**config.mk**
```make
export PLATFORM = sky130hd
export DESIGN_NAME = omni_three_wheel_speed_mixer
export DESIGN_NICKNAME = d
export VERILOG_FILES = /design/src/rtl/owsm_pkg.sv /design/src/rtl/owsm_mix.sv /design/src/rtl/owsm_div.sv /design/src/rtl/omni_three_wheel_speed_mixer.sv
export SDC_FILE = /design/constraint.sdc
export NUM_CORES = 1
export LEC_CHECK = 0
export ABC_AREA = 0
export BUFFER_PORTS_ARGS = -buffer_cell sky130_fd_sc_hd__buf_2
export CAP_MARGIN = 20
export CORE_ASPECT_RATIO = 1.4
export CORE_MARGIN = 3
export CORE_UTILIZATION = 58
export CTS_BUF_LIST = sky130_fd_sc_hd__clkbuf_16
export CTS_CLUSTER_DIAMETER = 100
export DETAILED_ROUTE_END_ITERATION = 8
export HOLD_SLACK_MARGIN = 0.08
export PLACE_DENSITY = 0.78
export SLEW_MARGIN = 25
export SYNTH_ARGS = -nofsm -noshare
export SYNTH_HDL_FRONTEND = slang
export SYNTH_HIERARCHICAL = 1
export SYNTH_SLANG_ARGS = --single-unit
```
**constraint.sdc**
```tcl
create_clock -name clk -period 5.2 [get_ports clk]
set_input_delay 0.26 -clock clk [delete_from_list [all_inputs] [get_ports clk]]
set_output_delay 0.26 -clock clk [all_outputs]
set_load 0.02 [all_outputs]
```
**src/rtl/owsm_pkg.sv**
```systemverilog
// shared constants, widths and types of the three-wheel speed mixer
`default_nettype none

package owsm_pkg;

  localparam int FRAC_BITS  = 8;
  localparam int IN_W       = 16;
  localparam int WHEEL_W    = 10;
  localparam int LIM_W      = 7;
  localparam int COEF_W     = 19;
  localparam int VW         = IN_W + COEF_W;
  localparam int MAG_W      = VW - 1;
  localparam int PW         = MAG_W + LIM_W;
  localparam int QB         = WHEEL_W;
  localparam int RW         = MAG_W + QB + 1;
  localparam int CMP_W      = VW + LIM_W;
  localparam int UNIT_SHIFT = FRAC_BITS + 16;
  localparam int BIT_CNT_W  = $clog2(IN_W);
  localparam int DIV_CNT_W  = $clog2(QB);
  localparam int TDATA_IN_W  = 48;
  localparam int TDATA_OUT_W = 32;
  localparam int TUSER_OUT_W = 2;

  // mixing coefficients in signed q2.16
  localparam logic signed [COEF_W-1:0] C_ONE   = 19'sd65536;
  localparam logic signed [COEF_W-1:0] C_HALF  = 19'sd32768;
  localparam logic signed [COEF_W-1:0] C_SIN60 = 19'sd56756;
  localparam logic signed [COEF_W-1:0] C_ZERO  = 19'sd0;

  localparam logic [MAG_W-1:0] UNIT_DEN = MAG_W'(1) << UNIT_SHIFT;

  // register indexes
  localparam logic CFG_DRIVE = 1'b0;
  localparam logic CFG_LIMIT = 1'b1;

  localparam logic [LIM_W-1:0] LIMIT_RESET = 7'd50;

  typedef logic signed [VW-1:0] mix_t;

  typedef struct packed {
    logic             start;
    logic [MAG_W-1:0] mag;
    logic [LIM_W-1:0] mult;
    logic [MAG_W-1:0] den;
  } div_req_t;

  typedef struct packed {
    logic          busy;
    logic          done;
    logic [QB-1:0] quo;
  } div_rsp_t;

endpackage

`default_nettype wire

```
**src/rtl/owsm_mix.sv**
```systemverilog
// bit-serial mixer: body velocity to three raw wheel speeds, msb first
`default_nettype none

module owsm_mix (
  input  logic                     clk,
  input  logic                     rst,
  input  logic                     start,
  input  logic [owsm_pkg::IN_W-1:0] vel_x,
  input  logic [owsm_pkg::IN_W-1:0] vel_y,
  input  logic [owsm_pkg::IN_W-1:0] vel_rot,
  output logic                     done,
  output owsm_pkg::mix_t           mix_front,
  output owsm_pkg::mix_t           mix_left_rear,
  output owsm_pkg::mix_t           mix_right_rear
);

  import owsm_pkg::*;

  logic                 busy;
  logic [BIT_CNT_W-1:0] cnt;
  logic [IN_W-1:0]      sx;
  logic [IN_W-1:0]      sy;
  logic [IN_W-1:0]      sr;
  mix_t                 acc0;
  mix_t                 acc1;
  mix_t                 acc2;
  logic signed [COEF_W-1:0] c0;
  logic signed [COEF_W-1:0] c1;
  logic signed [COEF_W-1:0] c2;
  mix_t                 e0;
  mix_t                 e1;
  mix_t                 e2;
  logic                 first;
  logic                 bx;
  logic                 by;
  logic                 br;

  always_comb begin
    bx    = sx[IN_W-1];
    by    = sy[IN_W-1];
    br    = sr[IN_W-1];
    first = (cnt == '0);
    c0 = (bx ? C_ONE : C_ZERO) + (br ? C_ONE : C_ZERO);
    c1 = (bx ? -C_HALF : C_ZERO) + (by ? C_SIN60 : C_ZERO) + (br ? C_ONE : C_ZERO);
    c2 = (bx ? -C_HALF : C_ZERO) - (by ? C_SIN60 : C_ZERO) + (br ? C_ONE : C_ZERO);
    // sign bit carries negative weight
    e0 = first ? -mix_t'(c0) : mix_t'(c0);
    e1 = first ? -mix_t'(c1) : mix_t'(c1);
    e2 = first ? -mix_t'(c2) : mix_t'(c2);
  end

  always_ff @(posedge clk) begin
    if (rst) begin
      busy <= 1'b0;
      done <= 1'b0;
      cnt  <= '0;
    end else begin
      done <= 1'b0;
      if (start) begin
        busy <= 1'b1;
        cnt  <= '0;
      end else if (busy) begin
        cnt <= cnt + 1'b1;
        if (cnt == BIT_CNT_W'(IN_W - 1)) begin
          busy <= 1'b0;
          done <= 1'b1;
        end
      end
    end
  end

  always_ff @(posedge clk) begin
    if (start) begin
      sx   <= vel_x;
      sy   <= vel_y;
      sr   <= vel_rot;
      acc0 <= '0;
      acc1 <= '0;
      acc2 <= '0;
    end else if (busy) begin
      sx   <= {sx[IN_W-2:0], 1'b0};
      sy   <= {sy[IN_W-2:0], 1'b0};
      sr   <= {sr[IN_W-2:0], 1'b0};
      acc0 <= (acc0 <<< 1) + e0;
      acc1 <= (acc1 <<< 1) + e1;
      acc2 <= (acc2 <<< 1) + e2;
    end
  end

  assign mix_front      = acc0;
  assign mix_left_rear  = acc1;
  assign mix_right_rear = acc2;

endmodule

`default_nettype wire

```
**src/rtl/owsm_div.sv**
```systemverilog
// serial multiply then restoring divide with rounding and saturation at 512
`default_nettype none

module owsm_div (
  input  logic               clk,
  input  logic               rst,
  input  owsm_pkg::div_req_t req,
  output owsm_pkg::div_rsp_t rsp
);

  import owsm_pkg::*;

  localparam logic [1:0] D_IDLE = 2'd0;
  localparam logic [1:0] D_MUL  = 2'd1;
  localparam logic [1:0] D_LOAD = 2'd2;
  localparam logic [1:0] D_DIV  = 2'd3;

  logic [1:0]           phase;
  logic [DIV_CNT_W-1:0] cnt;
  logic                 done;
  logic [MAG_W-1:0]     mag_r;
  logic [MAG_W-1:0]     den_r;
  logic [LIM_W-1:0]     mul_sh;
  logic [PW-1:0]        prod;
  logic [RW-1:0]        rem;
  logic [RW-1:0]        dsh;
  logic [QB-1:0]        quo;
  logic                 ge;

  assign ge = (rem >= dsh);

  always_ff @(posedge clk) begin
    if (rst) begin
      phase <= D_IDLE;
      cnt   <= '0;
      done  <= 1'b0;
    end else begin
      done <= 1'b0;
      case (phase)
        D_IDLE: begin
          if (req.start) begin
            phase <= D_MUL;
            cnt   <= '0;
          end
        end
        D_MUL: begin
          cnt <= cnt + 1'b1;
          if (cnt == DIV_CNT_W'(LIM_W - 1)) begin
            phase <= D_LOAD;
          end
        end
        D_LOAD: begin
          phase <= D_DIV;
          cnt   <= '0;
        end
        D_DIV: begin
          cnt <= cnt + 1'b1;
          if (cnt == DIV_CNT_W'(QB - 1)) begin
            phase <= D_IDLE;
            done  <= 1'b1;
          end
        end
        default: phase <= D_IDLE;
      endcase
    end
  end

  always_ff @(posedge clk) begin
    case (phase)
      D_IDLE: begin
        if (req.start) begin
          mag_r  <= req.mag;
          den_r  <= req.den;
          mul_sh <= req.mult;
          prod   <= '0;
        end
      end
      D_MUL: begin
        prod   <= {prod[PW-2:0], 1'b0} + (mul_sh[LIM_W-1] ? PW'(mag_r) : '0);
        mul_sh <= {mul_sh[LIM_W-2:0], 1'b0};
      end
      D_LOAD: begin
        // numerator 2*a*mult + den over divisor 2*den gives round half up
        rem <= RW'({prod, 1'b0}) + RW'(den_r);
        dsh <= RW'(den_r) << QB;
        quo <= '0;
      end
      D_DIV: begin
        rem <= ge ? rem - dsh : rem;
        dsh <= dsh >> 1;
        quo <= {quo[QB-2:0], ge};
      end
      default: ;
    endcase
  end

  assign rsp.busy = (phase != D_IDLE);
  assign rsp.done = done;
  assign rsp.quo  = quo[QB-1] ? {1'b1, {(QB-1){1'b0}}} : quo;

`ifndef SYNTHESIS
  a_start_idle : assert property (@(posedge clk) disable iff (rst)
    req.start |-> !rsp.busy)
    else $error("divider started while busy");
  a_start_busy : assert property (@(posedge clk) disable iff (rst)
    req.start |=> rsp.busy)
    else $error("divider did not take start");
  a_done_idle : assert property (@(posedge clk) disable iff (rst)
    rsp.done |-> !rsp.busy && $past(phase == D_DIV))
    else $error("divider done outside final step");
`endif

endmodule

`default_nettype wire

```
**src/rtl/omni_three_wheel_speed_mixer.sv**
```systemverilog
// top level: three-wheel omni speed mixer with limit scaling and rounding
// the path from input to result valid runs through the bit-serial mixer and one shared
//   multiply-divide unit used per wheel
// drive disabled: no mixing or division; the held targets are registered to the output with motors_on low
// a new input transaction is taken only once the previous result has been loaded into the output register
// reset: synchronous, clears held targets to zero, drive off, speed limit 50
`default_nettype none

module omni_three_wheel_speed_mixer (
  input  logic                              clk,
  input  logic                              rst,
  input  logic                              cfg_we,
  input  logic                              cfg_index,
  input  logic [owsm_pkg::LIM_W-1:0]        cfg_data,
  input  logic                              s_axis_tvalid,
  output logic                              s_axis_tready,
  // vel_x, vel_y, vel_rot
  input  logic [owsm_pkg::TDATA_IN_W-1:0]   s_axis_tdata,
  output logic                              m_axis_tvalid,
  input  logic                              m_axis_tready,
  // wheel_front, wheel_left_rear, wheel_right_rear, zero pad
  output logic [owsm_pkg::TDATA_OUT_W-1:0]  m_axis_tdata,
  // motors_on, was_scaled
  output logic [owsm_pkg::TUSER_OUT_W-1:0]  m_axis_tuser
);

  import owsm_pkg::*;

  localparam logic [2:0] S_IDLE = 3'd0;
  localparam logic [2:0] S_MIX  = 3'd1;
  localparam logic [2:0] S_MAX1 = 3'd2;
  localparam logic [2:0] S_MAX2 = 3'd3;
  localparam logic [2:0] S_LIM  = 3'd4;
  localparam logic [2:0] S_DIV  = 3'd5;
  localparam logic [2:0] S_WAIT = 3'd6;
  localparam logic [2:0] S_DONE = 3'd7;

  localparam logic [WHEEL_W-1:0] WHEEL_MAX = {1'b0, {(WHEEL_W-1){1'b1}}};

  logic [2:0]         state;
  logic               drive_enabled;
  logic [LIM_W-1:0]   speed_limit;
  logic [1:0]         k;
  logic [WHEEL_W-1:0] tgt [3];
  mix_t               m_r;
  logic               scaled;
  logic               neg_r;
  logic [WHEEL_W-1:0] out_front;
  logic [WHEEL_W-1:0] out_left;
  logic [WHEEL_W-1:0] out_right;
  logic               out_motors;
  logic               out_scaled;
  logic               out_free;
  logic               accept;
  logic               mix_start;
  logic               mix_done;
  mix_t               v [3];
  div_req_t           div_req;
  div_rsp_t           div_rsp;
  mix_t               vk;
  logic [WHEEL_W-1:0] wheel_val;
  logic signed [CMP_W-1:0] m_wide;
  logic signed [CMP_W-1:0] lim_wide;

  assign s_axis_tready = (state == S_IDLE);
  assign accept        = s_axis_tvalid && s_axis_tready;
  assign mix_start     = accept && drive_enabled;
  assign out_free      = !m_axis_tvalid || m_axis_tready;

  owsm_mix u_mix (
    .clk            (clk),
    .rst            (rst),
    .start          (mix_start),
    .vel_x          (s_axis_tdata[IN_W-1:0]),
    .vel_y          (s_axis_tdata[2*IN_W-1:IN_W]),
    .vel_rot        (s_axis_tdata[3*IN_W-1:2*IN_W]),
    .done           (mix_done),
    .mix_front      (v[0]),
    .mix_left_rear  (v[1]),
    .mix_right_rear (v[2])
  );

  owsm_div u_div (
    .clk (clk),
    .rst (rst),
    .req (div_req),
    .rsp (div_rsp)
  );

  always_comb begin
    vk             = v[k];
    div_req.start  = (state == S_DIV);
    div_req.mag    = MAG_W'(vk[VW-1] ? -vk : vk);
    div_req.mult   = scaled ? speed_limit : LIM_W'(1);
    div_req.den    = scaled ? MAG_W'(m_r) : UNIT_DEN;
    m_wide         = CMP_W'(m_r);
    lim_wide       = $signed(CMP_W'(speed_limit) << UNIT_SHIFT);
    if (neg_r) begin
      wheel_val = -div_rsp.quo;
    end else if (div_rsp.quo[QB-1]) begin
      wheel_val = WHEEL_MAX;
    end else begin
      wheel_val = div_rsp.quo;
    end
  end

  always_ff @(posedge clk) begin
    if (rst) begin
      state         <= S_IDLE;
      drive_enabled <= 1'b0;
      speed_limit   <= LIMIT_RESET;
      k             <= '0;
      tgt[0]        <= '0;
      tgt[1]        <= '0;
      tgt[2]        <= '0;
      m_axis_tvalid <= 1'b0;
    end else begin
      if (cfg_we) begin
        case (cfg_index)
          CFG_DRIVE: drive_enabled <= cfg_data[0];
          CFG_LIMIT: speed_limit   <= cfg_data;
          default:   ;
        endcase
      end
      if (state == S_DONE && out_free) begin
        m_axis_tvalid <= 1'b1;
      end else if (m_axis_tready) begin
        m_axis_tvalid <= 1'b0;
      end
      case (state)
        S_IDLE: begin
          if (accept) begin
            state <= drive_enabled ? S_MIX : S_DONE;
          end
        end
        S_MIX: begin
          if (mix_done) begin
            state <= S_MAX1;
          end
        end
        S_MAX1: state <= S_MAX2;
        S_MAX2: state <= S_LIM;
        S_LIM: begin
          state <= S_DIV;
          k     <= '0;
        end
        S_DIV: state <= S_WAIT;
        S_WAIT: begin
          if (div_rsp.done) begin
            tgt[k] <= wheel_val;
            if (k == 2'd2) begin
              state <= S_DONE;
            end else begin
              k     <= k + 1'b1;
              state <= S_DIV;
            end
          end
        end
        S_DONE: begin
          if (out_free) begin
            state <= S_IDLE;
          end
        end
        default: state <= S_IDLE;
      endcase
    end
  end

  always_ff @(posedge clk) begin
    case (state)
      S_IDLE: begin
        if (accept) begin
          scaled <= 1'b0;
        end
      end
      S_MAX1: m_r    <= (v[1] > v[0]) ? v[1] : v[0];
      S_MAX2: m_r    <= (v[2] > m_r) ? v[2] : m_r;
      S_LIM:  scaled <= (m_wide > lim_wide);
      S_DIV:  neg_r  <= vk[VW-1];
      S_DONE: begin
        if (out_free) begin
          out_front  <= tgt[0];
          out_left   <= tgt[1];
          out_right  <= tgt[2];
          out_motors <= drive_enabled;
          out_scaled <= scaled;
        end
      end
      default: ;
    endcase
  end

  assign m_axis_tdata = {(TDATA_OUT_W - 3*WHEEL_W)'(0), out_right, out_left, out_front};
  assign m_axis_tuser = {out_scaled, out_motors};

`ifndef SYNTHESIS
  a_scaled_needs_drive : assert property (@(posedge clk) disable iff (rst)
    m_axis_tvalid && m_axis_tuser[1] |-> m_axis_tuser[0])
    else $error("scaled flag set with drive off");
  a_wait_has_divider : assert property (@(posedge clk) disable iff (rst)
    state == S_WAIT |-> div_rsp.busy || div_rsp.done)
    else $error("waiting on an idle divider");
  a_idle_divider_free : assert property (@(posedge clk) disable iff (rst)
    s_axis_tready |-> !div_rsp.busy)
    else $error("input ready while divider busy");
`endif

endmodule

`default_nettype wire
```
==> results of run 1 <==
[placed cells by master, fill, tap and decap left out, types with 31 or more instances in the layout]
master         instances
edfxtp_1             362
ha_1                 288
nor2_1               273
a21oi_1              260
nand2_1              251
o21ai_0              211
inv_1                207
and2_1               126
xnor2_1              116
dfxtp_1              109
a21o_1               104
nand3_1               98
buf_2                 94
mux2i_1               90
xor2_1                88
mux2_2                85
a31oi_1               67
dlygate4sd3_1         63
nor3_1                51
nand4_1               50
clkbuf_16             49
nand2b_1              43
nor2b_1               43
and3_1                34
a211oi_1              31
[logic make-up after synthesis]
group           synth area share [%]
simple gates                    15.9
compound gates                  17.8
flops                           39.3
buf+inv                         4.62
fa+ha+maj                       11.3
xor+xnor                        5.36
mux                             5.61
other cells                   0.0225
[metrics by stage]
step	instances	hold slack (ns)
after floorplan	3530	0.329
after global placement	4218	0.401
after detailed placement	4218	0.405
after CTS	4371	0.0889
after global routing	4372	0.0852
final	4373	0.114
[sequential cells by signal, summed over array words and instances (netlist names), 7 cells and up]
signal and cells:
tgt 30, u_mix/sy 16, u_mix/sx 16, speed_limit 7, u_div/rem 45, u_div/mul_sh 7
u_mix/mix_right_rear 32, u_mix/mix_left_rear 33, u_mix/sr 16, m_axis_tdata 30, m_r 35, u_div/dsh 44
u_div/quo 10, u_div/prod 41, u_div/mag_r 34, u_mix/mix_front 19, u_div/den_r 34
[cell type report]
cell class | instances | share of cell area (%)
Antenna cell | 1 | 0.00683
Clock buffer | 49 | 3.35
Clock inverter | 41 | 1.37
Inverter | 205 | 2.10
Multi-Input combinational cell | 2685 | 51.4
Sequential cell | 473 | 35.7
Tap cell | 735 | 2.51
Timing Repair Buffer | 184 | 3.58
[routing by layer]
layer,global-route usage [%],vias to the layer above,share of wire [%]
li1,-,13000,-
met1,30.6,12500,39
met2,49.4,738,51
met3,2.74,251,4.0
met4,14.0,0,5.8
met5,0,-,0
[worst max-delay path, stage by stage (launching register included)]
cell and delay, ns:
dfxtp_1 0.39, inv_1 0.07, ha_1 0.20, nand2_1 0.27, nand2_1 0.20, inv_1 0.37, ha_1 0.26, inv_1 0.06
fa_1 0.39, nand2b_1 0.17, a21oi_1 0.18, o211ai_1 0.16, a31oi_1 0.33, a211oi_2 0.12, o311ai_2 0.51, o311ai_2 0.19
mux2i_1 0.18, nand2_1 0.06
[what timing repair did]
item / 4_1_cts / 5_1_grt
setup buffers: 0 / 0
hold buffers: 63 / 0
endpoints found under the hold margin: 59 / 0
[worst max path at each step]
stage	slack, ns	depth (start not counted)	end	startpoint
finish	1.0	17	u_mix/mix_right_rear[33]	u_mix/cnt[0]
global route	0.62	17	u_mix/mix_right_rear[29]	u_mix/cnt[0]
CTS	1.00	17	u_mix/mix_right_rear[33]	u_mix/cnt[0]
detailed placement	1.0	17	u_mix/mix_right_rear[33]	u_mix/cnt[0]
global placement	1.07	17	u_mix/mix_right_rear[33]	u_mix/cnt[0]
floorplan	0.97	10	u_div/rem[0]	u_div/rem[16]
[power by group]
| group | switching (W) | internal, W |
|---|---|---|
| combinational | 0.00469 | 0.00330 |
| sequential | 0.000924 | 0.00511 |
| clock | 0.00155 | 0.00223 |
| total | 0.00716 | 0.0106 |
==> flow_summary.json, run 1 <==
{
  "htreeDepth": 2,
  "vias_per_cell": 6.06,
  "slew_headroom_pct": 32.8,
  "clockBufferDepth": 3,
  "grt_max_degree": 95,
  "ys_top_cells_by_area": "edfxtp_1 (33%), ha_1 (11%), dfxtp_1 (6.7%)",
  "r2r_end": "u_mix/mix_right_rear[33]",
  "synth_edf_count": 362,
  "netlist_top_cells_count": "edfxtp_1 (362), ha_1 (289), nor2_1 (275)",
  "fp-row-count": 103,
  "slew_violations": 0,
  "vdd_drop_max_v": 0.000395,
  "status": "complete, no violations",
  "synth_area_leader_cell": "edfxtp_1",
  "tightest_slew_ns": 1.01,
  "dpl.hpwl_mm": 61.6,
  "cts_buffers": 48,
  "start_util_pct": 58.9,
  "path_clk_slew_ns": 0.07,
  "grt_overflow": 0,
  "setup_tns_ns": 0,
  "r2r-start": "u_mix/cnt[0]",
  "tritoncts": "yes",
  "io_pins": 97,
  "holdCritStartpoint": "s_axis_tdata[47]",
  "nets": 3955,
  "syn_to_final_growth_pct": 10.0,
  "r2r_setup_slack_ns": 1.0,
  "synth_seq_area_share_pct": 39.3,
  "drv_cap": 0,
  "layout-drive-gt1-share_pct": 9.84,
  "start_kind": "register",
  "fp.dieW_um": 209,
  "period_needed_ns": 4.20,
  "end_kind": "register",
  "async_flop_share_pct": 0,
  "die_area_um2": 60400,
  "timing.final.ws_setup_ns": 0.997,
  "min-delay-path-class": "input pin to register",
  "dp_worst_setup_slack_ns": 0.996,
  "fill_cells": 4522,
  "via_count": 26500,
  "place_congestion": 0.981,
  "place_area_um2": 34300,
  "finalHoldViolations": 0,
  "grt_first_pass_wirelength_mm": 133,
  "setup_viol": 0,
  "critPathArrivalTime_ns": 4.70,
  "drtIter0Drc": 1629,
  "power.leakage_nw": 14.9,
  "synth_top_area_share_pct": 32.6,
  "die_h_um": 290,
  "synthFlopType": "edfxtp_1",
  "first_global_vias": 26000,
  "post-route-period-util_pct": 80.8,
  "clock-sinks": 473,
  "fin_area_um2": 36700,
  "wl_per_cell_um": 19.1,
  "hold_depth": 2,
  "crit_fanout": 12,
  "rsz0062_at_grt": "no",
  "port_buffers": 94,
  "worstRegToRegCells": 17,
  "post-route-util_pct": 64.8,
  "dr.pass1.iters": 6,
  "p_total_w": 0.0178,
  "fmax_mhz": 238,
  "synth_cell_types": 97,
  "grt_use_total_pct": 26.7,
  "syn-instance-count": 3510,
  "yosysMostFrequentCell": "edfxtp_1",
  "multiInputGateArea_um2": 18800,
  "cts_resized": 0,
  "drc": 0,
  "ys_ff_latch": 473,
  "ant_nets": 0,
  "wl_mm": 83.6,
  "avgSynthCellArea_um2": 9.49,
  "regArea_um2": 13100,
  "synth-warning-count": 6,
  "core_region_area_um2": 56600,
  "cts-root-buf": "clkbuf_16",
  "finClkSkew_ns": 0.0317,
  "min_to": "u_mix/sr[15]",
  "synthesis.area_um2": 33300,
  "cp.required_ns": 5.70,
  "antenna_found_initial": 0,
  "p_per_area_nw_per_um2": 486,
  "clk_latency_ns": 0.61,
  "setup.worst_path.class": "register to register"
}
Power figures use the tool's default switching activity.
==> run 2: changes to the inputs <==
- clock period: 5.2 -> 3.5 ns (I/O delays scaled with it)
==> run 2 against run 1 <==
The run now ends with setup timing left. Highest routed layer unchanged. Largest cell class unchanged. Sequential power is 45% higher. Die area stayed put. Register-to-register slack worse by 1.1 ns. Worst hold slack better by 0.29 ns.
==> flow_summary.json, run 2 (synthesized netlist as in run 1, its figures left out) <==
{
  "place_area_um2": 36000,
  "place_congestion": 0.973,
  "dr.pass1.iters": 6,
  "setup_viol": 41,
  "core_region_area_um2": 56600,
  "power.leakage_nw": 16.4,
  "post-route-util_pct": 70.1,
  "rsz0062_at_grt": "yes",
  "largest_reg_flops": 45,
  "clock-sinks": 473,
  "grt_overflow": 0,
  "instances_no_fill": 4629,
  "wl_per_cell_um": 20.1,
  "fin_area_um2": 39700,
  "grt_first_pass_wirelength_mm": 144,
  "grt_use_total_pct": 29.1,
  "failed_checks": "setup timing",
  "tightest_slew_ns": 0.846,
  "finalHoldViolations": 0,
  "nets": 4210,
  "p_per_area_nw_per_um2": 726,
  "vdd_drop_max_v": 0.000501,
  "start_kind": "register",
  "die_h_um": 290,
  "min-delay-path-class": "input pin to register",
  "port_buffers": 94,
  "critPathArrivalTime_ns": 4.12,
  "end_kind": "register",
  "cp.required_ns": 3.99,
  "antenna_found_initial": 3,
  "via_count": 28300,
  "htreeDepth": 2,
  "setup_tns_ns": -1.96,
  "crit_fanout": 2,
  "drc": 0,
  "final_common_cell": "edfxtp_1",
  "finClkSkew_ns": 0.0361,
  "die_area_um2": 60400,
  "slowest_delay_ns": 0.53,
  "holdWs_ns": 0.407,
  "grt_max_degree": 71,
  "setup.worst_path.class": "register to register",
  "wl_mm": 93.1,
  "layout-drive-gt1-share_pct": 18.4,
  "syn_to_final_growth_pct": 19.1,
  "fmax_mhz": 276,
  "start_util_pct": 58.9,
  "period_needed_ns": 3.63,
  "clk_latency_ns": 0.61,
  "status": "finished, violations left",
  "vias_per_cell": 6.10,
  "dpl.hpwl_mm": 65.4,
  "mostFrequentLayoutCells": "edfxtp_1 (362), nor2_1 (269), ha_1 (260), nand2_1 (245), buf_4 (240)",
  "clockBufferDepth": 3,
  "timing.final.ws_setup_ns": -0.126,
  "path_clk_slew_ns": 0.07,
  "fp.dieW_um": 209,
  "largest_register": "u_div/rem",
  "path_cells": "ha_2 -> inv_2 -> fa_2 -> nand4_1 -> ha_1 -> o21ai_1 -> ha_1 -> a21oi_2 -> o21ai_2 -> nor4_4 -> o41ai_4 -> o21ai_4 -> a21oi_2 -> o22ai_2 -> xor2_1 -> o21ai_1",
  "first_global_vias": 27700,
  "critPathSlowestCell": "fa_2",
  "drv_cap": 0,
  "io_pins": 97,
  "ant_nets": 0,
  "place_inst": 4420,
  "fp-row-count": 103,
  "cts_buffers": 49,
  "post-route-period-util_pct": 104,
  "slew_violations": 0,
  "cts-root-buf": "clkbuf_16",
  "drtIter0Drc": 2175,
  "slew_headroom_pct": 43.4,
  "reg_top3": "u_div/rem (45), u_div/dsh (44), u_div/prod (41)",
  "tritoncts": "yes"
}
-- run 2: power breakdown --
part	total, W	internal (W)	switching [W]
clock	0.00531	0.00299	0.00232
sequential	0.00876	0.00760	0.00116
combinational	0.0147	0.00649	0.00824
-- run 2: routing by layer --
metal	up-vias	global-route usage, %	share of wire (%)
li1	13500	-	-
met1	13500	32.7	37
met2	974	54.9	53
met3	294	3.24	4.8
met4	0	13.8	5.7
met5	-	0	0
-- run 2: worst paths after layout --
path,to,start,cells after the start,slack (ns)
max,u_mix/mix_left_rear[33],u_mix/sy[15],16,-0.13
min,u_mix/sx[3],s_axis_tdata[3],3,0.41
max reg2reg,u_mix/mix_left_rear[33],u_mix/sy[15],16,-0.13
min reg2reg,m_axis_tdata[8],tgt[0][8],0,0.41
-- run 2: timing repair --
item	in CTS	in global routing
hold buffers	77	0
pin swaps	15	79
cloned	0	7
endpoints found under the setup margin	22	94
buffers inserted	2	30
resized for setup	35	144
endpoints found under the hold margin	69	0
-- run 2: final cells by class --
cell class,instances,area (um^2)
well taps,735,920
repair buffers,438,3510
multi-input cells,2685,19700
clock inverters,41,374
diodes,2,5.00
fillers,4102,16900
flip-flops and latches,473,13100
clock buffers,50,1250
inverters,205,769
-- run 2: stage by stage --
stage	power, W	setup WS (ns)
floorplan	0.0176	-0.101
global placement	0.0217	-0.184
detailed placement	0.0220	-0.211
CTS	0.0276	-0.0922
global route	0.0306	-0.343
finish	0.0288	-0.126
-- run 2: critical path, delay by kind of cell, from the launching register on --
| kind | cells | cell delay [ns] |
|---|---|---|
| simple gates | 2 | 0.51 |
| compound gates | 8 | 1.08 |
| fa+ha+maj | 4 | 1.31 |
| flops | 1 | 0.38 |
| buf+inv | 1 | 0.04 |
| xor+xnor | 1 | 0.19 |
